--- src/sv/tpi_pkg.sv ---
// ----------------------------------------------------------------------------
// tpi_pkg
// Shared types, codes and widths for the trapezoid profile interpolator.
// ----------------------------------------------------------------------------
package tpi_pkg;

    localparam int unsigned AXES    = 18;
    localparam int          AXIS_AW = (AXES > 1) ? $clog2(AXES) : 1;

    // divider: quotient always below 2**DIV_QW for every division issued
    localparam int DIV_NW = 48;
    localparam int DIV_DW = 34;
    localparam int DIV_QW = 18;
    localparam int DIV_CW = $clog2(DIV_QW + 1);

    localparam int APB_AW = 4;

    typedef logic [AXIS_AW-1:0] axis_addr_t;
    typedef logic [DIV_NW-1:0]  div_num_t;
    typedef logic [DIV_DW-1:0]  div_den_t;
    typedef logic [DIV_QW-1:0]  div_quot_t;
    typedef logic [DIV_CW-1:0]  div_cnt_t;
    typedef logic [APB_AW-1:0]  apb_addr_t;

    // Q0.16 with headroom for 1.0
    typedef logic [16:0] ratio_t;
    localparam ratio_t      RATIO_ONE = 17'h10000;
    localparam logic [17:0] RATIO_TWO = 18'h20000;

    localparam logic [1:0] KIND_LOAD  = 2'd0;
    localparam logic [1:0] KIND_START = 2'd1;
    localparam logic [1:0] KIND_TICK  = 2'd2;
    localparam logic [1:0] KIND_NOP   = 2'd3;

    localparam logic [1:0] PH_UNREADY = 2'd0;
    localparam logic [1:0] PH_READY   = 2'd1;
    localparam logic [1:0] PH_MOTION  = 2'd2;
    localparam logic [1:0] PH_DONE    = 2'd3;

    localparam logic [1:0] REG_DURATION = 2'd0;
    localparam logic [1:0] REG_ACCEL    = 2'd1;
    localparam logic [1:0] REG_DECEL    = 2'd2;

    localparam logic [1:0] SEG_ACCEL  = 2'd0;
    localparam logic [1:0] SEG_CRUISE = 2'd1;
    localparam logic [1:0] SEG_DECEL  = 2'd2;

    localparam logic [31:0] DURATION_RST = 32'd5000;
    localparam logic [14:0] ACCEL_RST    = 15'd26214;
    localparam logic [14:0] DECEL_RST    = 15'd26214;

    typedef struct packed {
        logic [1:0]         kind;
        logic [4:0]         axis;
        logic signed [31:0] position;
        logic signed [31:0] end_position;
        logic [31:0]        time_tick;
    } cmd_t;

    typedef struct packed {
        logic signed [31:0] position_out;
        logic               accepted;
        logic [1:0]         phase;
    } rsp_t;

    typedef struct packed {
        logic [31:0] move_duration_ticks;
        logic [14:0] accel_fraction;
        logic [14:0] decel_fraction;
    } cfg_t;

    typedef struct packed {
        logic busy;
        logic done;
    } div_stat_t;

endpackage

--- src/sv/tpi_ram.sv ---
// ----------------------------------------------------------------------------
// tpi_ram
// Generic single-write, single-read RAM with registered read data.
// ----------------------------------------------------------------------------
module tpi_ram #(
    parameter int  WIDTH = 64,
    parameter int  DEPTH = 18,
    localparam int AW    = (DEPTH > 1) ? $clog2(DEPTH) : 1
) (
    input  logic             clk,
    input  logic             we,
    input  logic [AW-1:0]    waddr,
    input  logic [WIDTH-1:0] wdata,
    input  logic             re,
    input  logic [AW-1:0]    raddr,
    output logic [WIDTH-1:0] rdata
);

    logic [WIDTH-1:0] mem_reg [DEPTH];
    logic [WIDTH-1:0] rdata_reg;

    always_ff @(posedge clk)
    begin
        if (we)
        begin
            mem_reg[waddr] <= wdata;
        end
        if (re)
        begin
            rdata_reg <= mem_reg[raddr];
        end
    end

    assign rdata = rdata_reg;

endmodule

--- src/sv/tpi_cfg.sv ---
// ----------------------------------------------------------------------------
// tpi_cfg
// APB register file: move duration, accel and decel fractions.
// ----------------------------------------------------------------------------
module tpi_cfg (
    input  logic                clk,
    input  logic                rst_n,
    input  logic                psel,
    input  logic                penable,
    input  logic                pwrite,
    input  tpi_pkg::apb_addr_t  paddr,
    input  logic [31:0]         pwdata,
    output logic [31:0]         prdata,
    output logic                pready,
    output tpi_pkg::cfg_t       cfg
);

    logic [31:0] duration_reg, duration_next;
    logic [14:0] accel_reg, accel_next;
    logic [14:0] decel_reg, decel_next;
    logic        wr_en;
    logic [1:0]  reg_idx;

    assign pready  = 1'b1;
    assign wr_en   = psel && penable && pwrite;
    assign reg_idx = paddr[tpi_pkg::APB_AW-1:2];

    always_comb
    begin
        duration_next = duration_reg;
        accel_next    = accel_reg;
        decel_next    = decel_reg;
        if (wr_en)
        begin
            unique case (reg_idx)
                tpi_pkg::REG_DURATION: duration_next = pwdata;
                tpi_pkg::REG_ACCEL:    accel_next    = pwdata[14:0];
                tpi_pkg::REG_DECEL:    decel_next    = pwdata[14:0];
                default:               duration_next = duration_reg;
            endcase
        end
    end

    always_comb
    begin
        unique case (reg_idx)
            tpi_pkg::REG_DURATION: prdata = duration_reg;
            tpi_pkg::REG_ACCEL:    prdata = {17'd0, accel_reg};
            tpi_pkg::REG_DECEL:    prdata = {17'd0, decel_reg};
            default:               prdata = 32'd0;
        endcase
    end

    always_ff @(posedge clk or negedge rst_n)
    begin
        if (!rst_n)
        begin
            duration_reg <= tpi_pkg::DURATION_RST;
            accel_reg    <= tpi_pkg::ACCEL_RST;
            decel_reg    <= tpi_pkg::DECEL_RST;
        end
        else
        begin
            duration_reg <= duration_next;
            accel_reg    <= accel_next;
            decel_reg    <= decel_next;
        end
    end

    assign cfg.move_duration_ticks = duration_reg;
    assign cfg.accel_fraction      = accel_reg;
    assign cfg.decel_fraction      = decel_reg;

endmodule

--- src/sv/tpi_div.sv ---
// ----------------------------------------------------------------------------
// tpi_div
// Restoring divider, one quotient bit per cycle. Caller keeps num < den << QW.
// ----------------------------------------------------------------------------
module tpi_div (
    input  logic                clk,
    input  logic                rst_n,
    input  logic                start,
    input  tpi_pkg::div_num_t   num,
    input  tpi_pkg::div_den_t   den,
    output tpi_pkg::div_quot_t  quot,
    output tpi_pkg::div_stat_t  stat
);

    localparam int DW = tpi_pkg::DIV_DW;
    localparam int QW = tpi_pkg::DIV_QW;
    localparam int NW = tpi_pkg::DIV_NW;

    tpi_pkg::div_den_t  rem_reg, rem_next;
    tpi_pkg::div_den_t  den_reg, den_next;
    tpi_pkg::div_quot_t lo_reg, lo_next;
    tpi_pkg::div_quot_t quot_reg, quot_next;
    tpi_pkg::div_cnt_t  cnt_reg, cnt_next;
    logic               busy_reg, busy_next;
    logic               done_reg, done_next;

    logic [DW:0] trial;
    logic [DW:0] trial_diff;
    logic        trial_ge;

    assign trial      = {rem_reg, lo_reg[QW-1]};
    assign trial_diff = trial - {1'b0, den_reg};
    assign trial_ge   = (trial >= {1'b0, den_reg});

    always_comb
    begin
        rem_next  = rem_reg;
        den_next  = den_reg;
        lo_next   = lo_reg;
        quot_next = quot_reg;
        cnt_next  = cnt_reg;
        busy_next = busy_reg;
        done_next = 1'b0;
        if (start)
        begin
            rem_next  = tpi_pkg::div_den_t'(num[NW-1:QW]);
            lo_next   = num[QW-1:0];
            den_next  = den;
            quot_next = '0;
            cnt_next  = tpi_pkg::div_cnt_t'(QW);
            busy_next = 1'b1;
        end
        else if (busy_reg)
        begin
            rem_next  = trial_ge ? trial_diff[DW-1:0] : trial[DW-1:0];
            lo_next   = {lo_reg[QW-2:0], 1'b0};
            quot_next = {quot_reg[QW-2:0], trial_ge};
            cnt_next  = cnt_reg - 1'b1;
            if (cnt_reg == tpi_pkg::div_cnt_t'(1))
            begin
                busy_next = 1'b0;
                done_next = 1'b1;
            end
        end
    end

    always_ff @(posedge clk or negedge rst_n)
    begin
        if (!rst_n)
        begin
            busy_reg <= 1'b0;
            done_reg <= 1'b0;
            cnt_reg  <= '0;
        end
        else
        begin
            busy_reg <= busy_next;
            done_reg <= done_next;
            cnt_reg  <= cnt_next;
        end
    end

    always_ff @(posedge clk)
    begin
        rem_reg  <= rem_next;
        den_reg  <= den_next;
        lo_reg   <= lo_next;
        quot_reg <= quot_next;
    end

    assign quot      = quot_reg;
    assign stat.busy = busy_reg;
    assign stat.done = done_reg;

endmodule

--- src/sv/trapezoid_profile_interpolator_top.sv ---
// ----------------------------------------------------------------------------
// trapezoid_profile_interpolator_top
// Point-to-point trapezoidal velocity profile interpolator for a set of axes.
//
// cmd channel (cmd_valid/cmd_stall/cmd) carries load, start and tick
// transactions; rsp channel (rsp_valid/rsp_stall/rsp) returns one result per
// transaction. Begin/end positions live in one axis RAM (whole-entry write,
// registered read); an APB port holds duration and segment fractions.
// One transaction is worked on at a time. Load, start and no-op go straight
// to the final state, a tick outside motion adds the elapsed-time step, and a
// tick in motion makes up to two passes through the shared restoring divider
// (time ratio, then profile ratio) plus the multiply and rounding steps. A tick
// past the end of the move skips the first pass.
// A finished result sits in the rsp register; the next transaction is taken
// while it waits. When rsp_stall is high the result holds and the block
// stalls cmd only once a second result is ready.
// Reset: phase unready, start tick 0, registers to defaults, rsp empty.
// Axis RAM contents are not cleared; axes must be loaded before use.
// ----------------------------------------------------------------------------
module trapezoid_profile_interpolator_top (
    input  logic                clk,
    input  logic                rst_n,
    input  logic                cmd_valid,
    output logic                cmd_stall,
    input  tpi_pkg::cmd_t       cmd,
    output logic                rsp_valid,
    input  logic                rsp_stall,
    output tpi_pkg::rsp_t       rsp,
    input  logic                psel,
    input  logic                penable,
    input  logic                pwrite,
    input  tpi_pkg::apb_addr_t  paddr,
    input  logic [31:0]         pwdata,
    output logic [31:0]         prdata,
    output logic                pready
);

    typedef enum logic [9:0] {
        ST_IDLE    = 10'b0000000001,
        ST_ELAPSED = 10'b0000000010,
        ST_CHECK   = 10'b0000000100,
        ST_DIV_T   = 10'b0000001000,
        ST_PMUL    = 10'b0000010000,
        ST_PGO     = 10'b0000100000,
        ST_DIV_P   = 10'b0001000000,
        ST_BLEND   = 10'b0010000000,
        ST_ROUND   = 10'b0100000000,
        ST_FINAL   = 10'b1000000000
    } state_t;

    tpi_pkg::cfg_t cfg;

    tpi_cfg u_cfg (
        .clk     (clk),
        .rst_n   (rst_n),
        .psel    (psel),
        .penable (penable),
        .pwrite  (pwrite),
        .paddr   (paddr),
        .pwdata  (pwdata),
        .prdata  (prdata),
        .pready  (pready),
        .cfg     (cfg)
    );

    // control state
    state_t              state_reg, state_next;
    logic [1:0]          phase_reg, phase_next;
    logic [31:0]         start_reg, start_next;
    logic                rsp_valid_reg, rsp_valid_next;

    // transaction and datapath
    logic [1:0]          kind_reg, kind_next;
    logic                ok_reg, ok_next;
    logic signed [31:0]  pos_reg, pos_next;
    logic [31:0]         time_reg, time_next;
    logic                acc_reg, acc_next;
    logic                blend_reg, blend_next;
    logic [31:0]         el_reg, el_next;
    tpi_pkg::ratio_t     t_reg, t_next;
    logic [1:0]          seg_reg, seg_next;
    logic [29:0]         base_reg, base_next;
    tpi_pkg::div_den_t   den_reg, den_next;
    logic                zd_reg, zd_next;
    tpi_pkg::ratio_t     p_reg, p_next;
    logic signed [50:0]  prod_reg, prod_next;
    logic [31:0]         rnd_reg, rnd_next;
    tpi_pkg::rsp_t       rsp_reg, rsp_next;

    logic                cmd_accept;
    logic                ok_in;

    // axis RAM: {begin, end}
    logic                ram_we;
    logic                ram_re;
    logic [63:0]         ram_rdata;
    logic signed [31:0]  begin_pos;
    logic signed [31:0]  end_pos;

    // divider
    logic                div_start;
    tpi_pkg::div_num_t   div_num;
    tpi_pkg::div_den_t   div_den;
    tpi_pkg::div_quot_t  div_quot;
    tpi_pkg::div_stat_t  div_stat;

    // profile arithmetic
    logic [32:0]         el_diff;
    logic [31:0]         dur_eff;
    logic [17:0]         q_val;
    tpi_pkg::ratio_t     cruise_end;
    tpi_pkg::ratio_t     u_val;
    logic                seg1;
    logic                seg2;
    logic [14:0]         sq_op;
    logic [29:0]         sq;
    logic [17:0]         lin;
    logic [14:0]         frac_sel;
    logic [32:0]         den_mul;
    tpi_pkg::div_quot_t  quot_one;
    logic signed [32:0]  span;
    logic signed [50:0]  prod_w;
    logic signed [50:0]  rnd_sum;
    logic signed [31:0]  pos_sel;

    assign cmd_stall  = (state_reg != ST_IDLE);
    assign cmd_accept = cmd_valid && !cmd_stall;
    assign ok_in      = (32'(cmd.axis) < tpi_pkg::AXES);

    assign ram_we = cmd_accept && (cmd.kind == tpi_pkg::KIND_LOAD)
                    && (phase_reg != tpi_pkg::PH_MOTION) && ok_in;
    assign ram_re = cmd_accept && (cmd.kind == tpi_pkg::KIND_TICK);

    tpi_ram #(
        .WIDTH (64),
        .DEPTH (tpi_pkg::AXES)
    ) u_axis_ram (
        .clk   (clk),
        .we    (ram_we),
        .waddr (tpi_pkg::axis_addr_t'(cmd.axis)),
        .wdata ({cmd.position, cmd.end_position}),
        .re    (ram_re),
        .raddr (tpi_pkg::axis_addr_t'(cmd.axis)),
        .rdata (ram_rdata)
    );

    assign begin_pos = ram_rdata[63:32];
    assign end_pos   = ram_rdata[31:0];

    tpi_div u_div (
        .clk   (clk),
        .rst_n (rst_n),
        .start (div_start),
        .num   (div_num),
        .den   (div_den),
        .quot  (div_quot),
        .stat  (div_stat)
    );

    assign el_diff    = {1'b0, time_reg} - {1'b0, start_reg};
    assign dur_eff    = (cfg.move_duration_ticks == 32'd0) ? 32'd1 : cfg.move_duration_ticks;
    assign q_val      = tpi_pkg::RATIO_TWO - {3'd0, cfg.accel_fraction}
                        - {3'd0, cfg.decel_fraction};
    assign cruise_end = tpi_pkg::RATIO_ONE - {2'd0, cfg.decel_fraction};
    assign u_val      = tpi_pkg::RATIO_ONE - t_reg;
    assign seg1       = (t_reg < {2'd0, cfg.accel_fraction});
    assign seg2       = !seg1 && (t_reg < cruise_end);
    assign sq_op      = seg1 ? t_reg[14:0] : u_val[14:0];
    assign sq         = 30'(sq_op) * 30'(sq_op);
    assign lin        = {t_reg, 1'b0} - {3'd0, cfg.accel_fraction};
    assign frac_sel   = seg1 ? cfg.accel_fraction : cfg.decel_fraction;
    assign den_mul    = 33'(frac_sel) * 33'(q_val);
    assign quot_one   = tpi_pkg::div_quot_t'(tpi_pkg::RATIO_ONE);

    assign span    = {end_pos[31], end_pos} - {begin_pos[31], begin_pos};
    assign prod_w  = $signed({1'b0, p_reg}) * span;
    assign rnd_sum = prod_reg + 51'sd32768;

    always_comb
    begin
        if (kind_reg != tpi_pkg::KIND_TICK)
        begin
            pos_sel = 32'sd0;
        end
        else if (!ok_reg || (phase_reg == tpi_pkg::PH_UNREADY))
        begin
            pos_sel = pos_reg;
        end
        else if (phase_reg == tpi_pkg::PH_READY)
        begin
            pos_sel = begin_pos;
        end
        else if (blend_reg)
        begin
            pos_sel = begin_pos + rnd_reg;
        end
        else
        begin
            pos_sel = end_pos;
        end
    end

    always_comb
    begin
        state_next     = state_reg;
        phase_next     = phase_reg;
        start_next     = start_reg;
        rsp_valid_next = rsp_valid_reg;
        kind_next      = kind_reg;
        ok_next        = ok_reg;
        pos_next       = pos_reg;
        time_next      = time_reg;
        acc_next       = acc_reg;
        blend_next     = blend_reg;
        el_next        = el_reg;
        t_next         = t_reg;
        seg_next       = seg_reg;
        base_next      = base_reg;
        den_next       = den_reg;
        zd_next        = zd_reg;
        p_next         = p_reg;
        prod_next      = prod_reg;
        rnd_next       = rnd_reg;
        rsp_next       = rsp_reg;
        div_start      = 1'b0;
        div_num        = '0;
        div_den        = '0;

        if (rsp_valid_reg && !rsp_stall)
        begin
            rsp_valid_next = 1'b0;
        end

        unique case (state_reg)
            ST_IDLE:
            begin
                if (cmd_accept)
                begin
                    kind_next  = cmd.kind;
                    ok_next    = ok_in;
                    pos_next   = cmd.position;
                    time_next  = cmd.time_tick;
                    acc_next   = 1'b0;
                    blend_next = 1'b0;
                    state_next = ST_FINAL;
                    unique case (cmd.kind)
                        tpi_pkg::KIND_LOAD:
                        begin
                            if ((phase_reg != tpi_pkg::PH_MOTION) && ok_in)
                            begin
                                phase_next = tpi_pkg::PH_READY;
                                acc_next   = 1'b1;
                            end
                        end
                        tpi_pkg::KIND_START:
                        begin
                            if (phase_reg == tpi_pkg::PH_READY)
                            begin
                                phase_next = tpi_pkg::PH_MOTION;
                                start_next = cmd.time_tick;
                                acc_next   = 1'b1;
                            end
                        end
                        tpi_pkg::KIND_TICK:
                        begin
                            acc_next   = 1'b1;
                            state_next = ST_ELAPSED;
                        end
                        tpi_pkg::KIND_NOP:
                        begin
                            acc_next = 1'b0;
                        end
                        default:
                        begin
                            acc_next = 1'b0;
                        end
                    endcase
                end
            end
            ST_ELAPSED:
            begin
                el_next    = el_diff[32] ? 32'd0 : el_diff[31:0];
                state_next = (phase_reg == tpi_pkg::PH_MOTION) ? ST_CHECK : ST_FINAL;
            end
            ST_CHECK:
            begin
                if (el_reg > dur_eff)
                begin
                    phase_next = tpi_pkg::PH_DONE;
                    t_next     = tpi_pkg::RATIO_ONE;
                    state_next = ST_PMUL;
                end
                else
                begin
                    div_start  = 1'b1;
                    div_num    = tpi_pkg::div_num_t'({el_reg, 16'h0000});
                    div_den    = tpi_pkg::div_den_t'(dur_eff);
                    state_next = ST_DIV_T;
                end
            end
            ST_DIV_T:
            begin
                if (div_stat.done)
                begin
                    t_next     = div_quot[16:0];
                    state_next = ST_PMUL;
                end
            end
            ST_PMUL:
            begin
                seg_next   = seg1 ? tpi_pkg::SEG_ACCEL
                           : (seg2 ? tpi_pkg::SEG_CRUISE : tpi_pkg::SEG_DECEL);
                base_next  = seg2 ? 30'(lin) : sq;
                den_next   = seg2 ? tpi_pkg::div_den_t'(q_val) : tpi_pkg::div_den_t'(den_mul);
                zd_next    = !seg1 && !seg2
                             && ((u_val == '0) || (cfg.decel_fraction == 15'd0));
                state_next = ST_PGO;
            end
            ST_PGO:
            begin
                if (zd_reg)
                begin
                    p_next     = tpi_pkg::RATIO_ONE;
                    state_next = ST_BLEND;
                end
                else
                begin
                    div_start  = 1'b1;
                    div_num    = tpi_pkg::div_num_t'({base_reg, 16'h0000})
                                 + tpi_pkg::div_num_t'(den_reg[tpi_pkg::DIV_DW-1:1]);
                    div_den    = den_reg;
                    state_next = ST_DIV_P;
                end
            end
            ST_DIV_P:
            begin
                if (div_stat.done)
                begin
                    if (seg_reg == tpi_pkg::SEG_DECEL)
                    begin
                        p_next = (div_quot >= quot_one) ? '0
                               : (tpi_pkg::RATIO_ONE - div_quot[16:0]);
                    end
                    else
                    begin
                        p_next = (div_quot > quot_one) ? tpi_pkg::RATIO_ONE : div_quot[16:0];
                    end
                    state_next = ST_BLEND;
                end
            end
            ST_BLEND:
            begin
                prod_next  = prod_w;
                blend_next = 1'b1;
                state_next = ST_ROUND;
            end
            ST_ROUND:
            begin
                rnd_next   = rnd_sum[47:16];
                state_next = ST_FINAL;
            end
            ST_FINAL:
            begin
                if (!rsp_valid_reg || !rsp_stall)
                begin
                    rsp_valid_next        = 1'b1;
                    rsp_next.position_out = pos_sel;
                    rsp_next.accepted     = acc_reg;
                    rsp_next.phase        = phase_reg;
                    state_next            = ST_IDLE;
                end
            end
            default:
            begin
                state_next = ST_IDLE;
            end
        endcase
    end

    always_ff @(posedge clk or negedge rst_n)
    begin
        if (!rst_n)
        begin
            state_reg     <= ST_IDLE;
            phase_reg     <= tpi_pkg::PH_UNREADY;
            start_reg     <= 32'd0;
            rsp_valid_reg <= 1'b0;
        end
        else
        begin
            state_reg     <= state_next;
            phase_reg     <= phase_next;
            start_reg     <= start_next;
            rsp_valid_reg <= rsp_valid_next;
        end
    end

    always_ff @(posedge clk)
    begin
        kind_reg  <= kind_next;
        ok_reg    <= ok_next;
        pos_reg   <= pos_next;
        time_reg  <= time_next;
        acc_reg   <= acc_next;
        blend_reg <= blend_next;
        el_reg    <= el_next;
        t_reg     <= t_next;
        seg_reg   <= seg_next;
        base_reg  <= base_next;
        den_reg   <= den_next;
        zd_reg    <= zd_next;
        p_reg     <= p_next;
        prod_reg  <= prod_next;
        rnd_reg   <= rnd_next;
        rsp_reg   <= rsp_next;
    end

    assign rsp_valid = rsp_valid_reg;
    assign rsp       = rsp_reg;

    // motion only entered by a start transaction
    a_motion_from_start: assert property (@(posedge clk) disable iff (!rst_n)
        (phase_reg == tpi_pkg::PH_MOTION && $past(phase_reg) != tpi_pkg::PH_MOTION)
        |-> $past(cmd_accept && cmd.kind == tpi_pkg::KIND_START))
        else $error("motion entered without start transaction");

    a_done_from_motion: assert property (@(posedge clk) disable iff (!rst_n)
        (phase_reg == tpi_pkg::PH_DONE && $past(phase_reg) != tpi_pkg::PH_DONE)
        |-> $past(phase_reg) == tpi_pkg::PH_MOTION)
        else $error("finished phase reached outside motion");

    a_div_free: assert property (@(posedge clk) disable iff (!rst_n)
        div_start |-> !div_stat.busy)
        else $error("divider restarted while busy");

    a_accept_leaves_idle: assert property (@(posedge clk) disable iff (!rst_n)
        cmd_accept |=> state_reg != ST_IDLE)
        else $error("transaction accepted but sequencer stayed idle");

endmodule

--- config.mk ---
export PLATFORM = sky130hd
export DESIGN_NAME = trapezoid_profile_interpolator_top
export DESIGN_NICKNAME = d
export VERILOG_FILES = /design/src/sv/tpi_pkg.sv /design/src/sv/tpi_ram.sv /design/src/sv/tpi_cfg.sv /design/src/sv/tpi_div.sv /design/src/sv/trapezoid_profile_interpolator_top.sv
export SDC_FILE = /design/constraint.sdc
export NUM_CORES = 2
export LEC_CHECK = 0
export ABC_AREA = 1
export BUFFER_PORTS_ARGS = -buffer_cell sky130_fd_sc_hd__buf_2
export CORE_MARGIN = 2
export CORE_UTILIZATION = 40
export DETAILED_ROUTE_END_ITERATION = 10
export HOLD_SLACK_MARGIN = 0.1
export PLACE_DENSITY = 0.65
export SLEW_MARGIN = 20
export SYNTH_ARGS = -nofsm -noshare
export SYNTH_HDL_FRONTEND = slang
export SYNTH_HIERARCHICAL = 1
export SYNTH_SLANG_ARGS = --single-unit
--- constraint.sdc ---
create_clock -name clk -period 10.2 [get_ports clk]
set_clock_uncertainty 0.05 [all_clocks]
set_input_delay 0.51 -clock clk [delete_from_list [all_inputs] [get_ports clk]]
set_output_delay 0.51 -clock clk [all_outputs]
set_load 0.1 [all_outputs]
# ---- Yosys cells after proc, flatten, opt, wreduce, memory -nomap -nowiden
# Memory sizes are Yosys's and may differ from the RTL's. A register that Yosys moved wholly into a read port is not among the register bits.
# Index checks and enable logic that the tools add are counted.
dict set report word_totals {
  ff_bits 535
  word_cells 199
  ram_bits 1152
  mem_count 1
}
dict set report op_classes {
  multipliers 3
  n_eq_ne 31
  order_cmp 7
  muxes 66
  n_reduce_logical 43
  n_addsub 13
}
# memory words width rd rd_clocked_by_memory_dff wr line
set mem_list {}
lappend mem_list {u_axis_ram.mem_reg 18 64 1 1 1 tpi_ram.sv:19} ;# logic [WIDTH-1:0] mem_reg [DEPTH];
# cell count
set op_table {}
lappend op_table {{two-way mux 32 bit} 5}
lappend op_table {{two-way mux 17 bit} 7}
lappend op_table {{one-hot mux 10 bit (10 select lines)} 1}
lappend op_table {{one-hot mux 32 bit (3 select lines)} 1}
lappend op_table {{one-hot mux 48 bit (2 select lines)} 1}
lappend op_table {{two-way mux 18 bit} 4}
lappend op_table {{two-way mux 34 bit} 2}
lappend op_table {{one-hot mux 17 bit (2 select lines)} 2}
lappend op_table {{one-hot mux 34 bit (2 select lines)} 1}
lappend op_table {{subtractor 32 x 32 -> 33 bit} 2}
lappend op_table {{two-way mux 10 bit} 6}
lappend op_table {{two-way mux 30 bit} 2}
lappend op_table {{adder 48 x 17 -> 48 bit (second input constant)} 1}
lappend op_table {{multiplier 18 x 33 -> 48 bit} 1}
lappend op_table {{two-way mux 48 bit} 1}
lappend op_table {{adder 46 x 33 -> 47 bit} 1}
lappend op_table {{two-way mux 47 bit} 1}
lappend op_table {{subtractor 18 x 15 -> 18 bit} 2}
lappend op_table {{>= comparator 35 x 34 -> 1 bit} 1}
lappend op_table {{subtractor 17 bit (first input constant)} 2}
lappend op_table {{subtractor 34 bit} 1}
lappend op_table {{multiplier 15 x 18 -> 33 bit} 1}
lappend op_table {{adder 32 bit} 1}
lappend op_table {{greater-than comparator 32 bit} 1}
lappend op_table {{other kinds (47)} 115}

# ---- Longest topological paths before layout
dict set report logic_depth {
  word_depth 8
  depth_mapped 42
  ltp_nobuf 42
}

# ---- By module
# The synthesis kept the hierarchy.
# mod cells_each n_inst area_per_inst_um2
set by_module_without_submodules {}
lappend by_module_without_submodules {trapezoid_profile_interpolator_top 7633 1 60311.6}
lappend by_module_without_submodules {tpi_ram 4692 1 50922.6}
lappend by_module_without_submodules {tpi_div 889 1 6844.1}
lappend by_module_without_submodules {tpi_cfg 376 1 2860.2}

# ---- Worst setup path before layout
# Ideal clock, no wire load.
dict set report synth_timing {
  path_type {register to register}
  start {reg u_axis_ram.rdata_reg[32], in the netlist u_axis_ram/rdata[32], read port of u_axis_ram.mem_reg}
  end {reg prod_reg[47], data pin}
  required_time_ns 9.897
  setup_slack_ns 2.966
  setup_ns 0.253
  stages_incl_launch_ff 37
  arrival_time_ns 6.931
  path_buffers 1
  path_cell_list {edfxtp_1 -> ha_1 -> fa_1 -> inv_1 -> nand3_1 -> nand2_1 -> nand2_1 -> nand2_1 -> nand2_1 -> nand2_1 -> nand2_1 -> nand3_1 -> nand2_1 -> inv_2 -> buf_2 -> nor2_1 -> fa_1 -> inv_1 -> fa_1 -> inv_1 -> fa_1 -> fa_1 -> fa_1 -> inv_1 -> fa_1 -> inv_1 -> ha_1 -> a21oi_1 -> o21ai_0 -> nand2_1 -> nand3_1 -> a21oi_1 -> nand2_1 -> nor2_1 -> nand3_1 -> nand3_1 -> nand2_1}
}
dict set report synth_between {
  elab_chain_cells 2
}
# element line
set synth_rtl {}
lappend synth_rtl {{start, declared} tpi_ram.sv:20} ;# logic [WIDTH-1:0] rdata_reg;
lappend synth_rtl {{subtractor 32 x 32 -> 33 bit} trapezoid_profile_interpolator_top.sv:175} ;# assign span = {end_pos[31], end_pos} - {begin_pos[31], begin_pos};
lappend synth_rtl {{multiplier 18 x 33 -> 48 bit} trapezoid_profile_interpolator_top.sv:176} ;# assign prod_w = $signed({1'b0, p_reg}) * span;
lappend synth_rtl {{net prod_w[47]} trapezoid_profile_interpolator_top.sv:122} ;# logic signed [50:0] prod_w;
lappend synth_rtl {{end signal, assigned} trapezoid_profile_interpolator_top.sv:413} ;# prod_reg <= prod_next;
lappend synth_rtl {{end, declared} trapezoid_profile_interpolator_top.sv:86} ;# logic signed [50:0] prod_reg, prod_next;
# The timed path passes the listed nets, and every way through them passes these cells.
# A chain may end at the register's enable or synchronous reset.

# ---- Final worst setup path
dict set report layout_timing {
  start {reg u_axis_ram.rdata_reg[33], in the netlist u_axis_ram/rdata[33], read port of u_axis_ram.mem_reg}
  end {reg prod_reg[37], data pin}
}
# The elaborated chain is that of the path after synthesis.

==> impl_metrics.toml <==
[critical_path]
critPathMostFrequentCell = "nand2_1"
worstPathArrival_ns = 9.34
critPathRequiredTime_ns = 10.80
r2r_start = "u_axis_ram/rdata[33]"
startpoint_type = "register"
r2r-end = "prod_reg[37]"
path_class = "register to register"
critPathMaxStageDelay_ns = 0.59
ff2ff_setup_slack_ns = 1.46
cp_max_fo = 12
end_kind = "register"
cp-startpoint = "u_axis_ram/rdata[33]"
rr_worst_depth = 32
slowest_stage = "fa_1"

[clock_network]
cts.root.buffer_cell = "clkbuf_16"
htreeDepth = 4
cts_num_sinks = 1735
path_clk_slew_ns = 0.06
cts_setup_buffers = 0
insertion_delay_ns = 0.88
cts_buffers = 196
cts_buffer_depth = 4
cts_tree = "built"

[sta]
post-route-min-period_ns = 8.741
finalHoldViolations = 0
fmax_mhz = 114.4
fin_crit_sh_pct = 85.69
setup_viol = 0
rsz0062_at_grt = "no"
worst_pin_slew_ns = 1.201
slew_violations = 0
setup_slack_ns = 1.459
fin_tns_setup_ns = 0
slew_headroom_pct = 19.87

[route]
vias_per_cell = 5.144
ant_nets = 0
vias = 92360
drt_iter0_markers = 9490
drt_wl_total_um = 356400
wl_per_cell_um = 19.85
drt_pass1_iterations = 9
drcViolationCount = 0

[global_routing]
antenna_found_initial = 33
grt_pass1_wl_um = 540800
grt_max_degree = 179
grt-ovfl-total = 0
gr-usage-all-layers_pct = 22.92
grt_pass1_vias = 89110

[die]
dieWidth_um = 553.8
core_sq_mm = 0.3003
ios = 216
die_area_sq_mm = 0.3067
fp.dieH_um = 553.8
start_util_pct = 40.27
row_count = 201

[final_layout]
utilization_pct = 44.57
final_cells = 17950
multiInputGateArea_sq_mm = 0.05781
largest_reg_flops = 1152
num-nets-final = 15380
drive_above_1_share_pct = 6.664
nFillCells = 28830
seq_area_sq_mm = 0.05134
area_delta_synth_final_pct = 10.67

[place]
post-dp-hpwl_um = 250200
port_buffers = 212
gp_congestion = 1.001
placedCellCount = 17440
place_ws_ns = 1.640

[yosys]
synth_area_sq_mm = 0.1209
syn_inst = 13590
synth_nets = 15150
syn_area_per_cell_sq_um = 8.899
ys_warn_count = 6

[run]
drv_cap = 0

[worst_hold_path]
min_path_type = "input port to async pin"

[status]
status = "finished, final reports clean"
-- what timing repair did --
item                                     CTS  global route
hold endpoints to repair                1373             7
endpoints found under the setup margin     0             0
gates resized for setup                    0             0
hold buffers                             143             1
-- critical path, delay by kind of cell (launching register included) --
kind	cells	cell delay (ns)
adders and majority gates	8	3.73
and+or+nand+nor	15	1.91
AOI/OAI and AO/OA	5	1.55
buffers and inverters	4	0.73
DFF	1	0.53
-- worst max-delay path by stage --
stage	to	slack, ns
after floorplan	prod_reg[47]	2.97
after CTS	prod_reg[37]	1.64
after global placement	prod_reg[37]	1.65
after detailed placement	prod_reg[37]	1.64
after global routing	den_reg[17]	1.06
final	prod_reg[37]	1.46
-- final cells by class --
cell class              count  share of cell area (%)
multi-input cells        8792                   43.20
flip-flops and latches   1735                   38.36
inverters                2613                   7.360
clock buffers             247                   3.933
well taps                3958                   3.700
repair buffers            483                   2.670
clock inverters           115                  0.7573
diodes                     11                 0.02057
-- cell usage in the layout (no fill, tap or decap), drive strengths merged, types with 113 or more instances in the layout --
cell type	instances
xor2	113
dlygate4sd3	144
o21ai	396
clkbuf	247
edfxtp	1599
nand2	3528
fa	864
nand3	1197
inv	2614
nor2	1076
ha	550
buf	339
a21oi	457
-- layer usage --
layer | vias up | wire length (um) | global-route usage, %
met2 | 3634 | 162100 | 36.43
met3 | 679 | 29130 | 3.713
met4 | 34 | 14120 | 8.571
li1 | 43490 | - | -
met1 | 44520 | 150800 | 31.46
met5 | - | 213 | 0
-- per-stage QoR --
| step | area, sq um | hold slack [ns] |
|---|---|---|
| final | 133800 | 0.1469 |
| after global routing | 133800 | 0.1912 |
| after CTS | 133800 | 0.1020 |
| after detailed placement | 126100 | 0.4029 |
| after global placement | 126000 | 0.4195 |
| after floorplan | 120900 | 0.1644 |
Power is not shown: default switching activity piles up to over one toggle a cycle in this logic, so the estimate is an artifact.
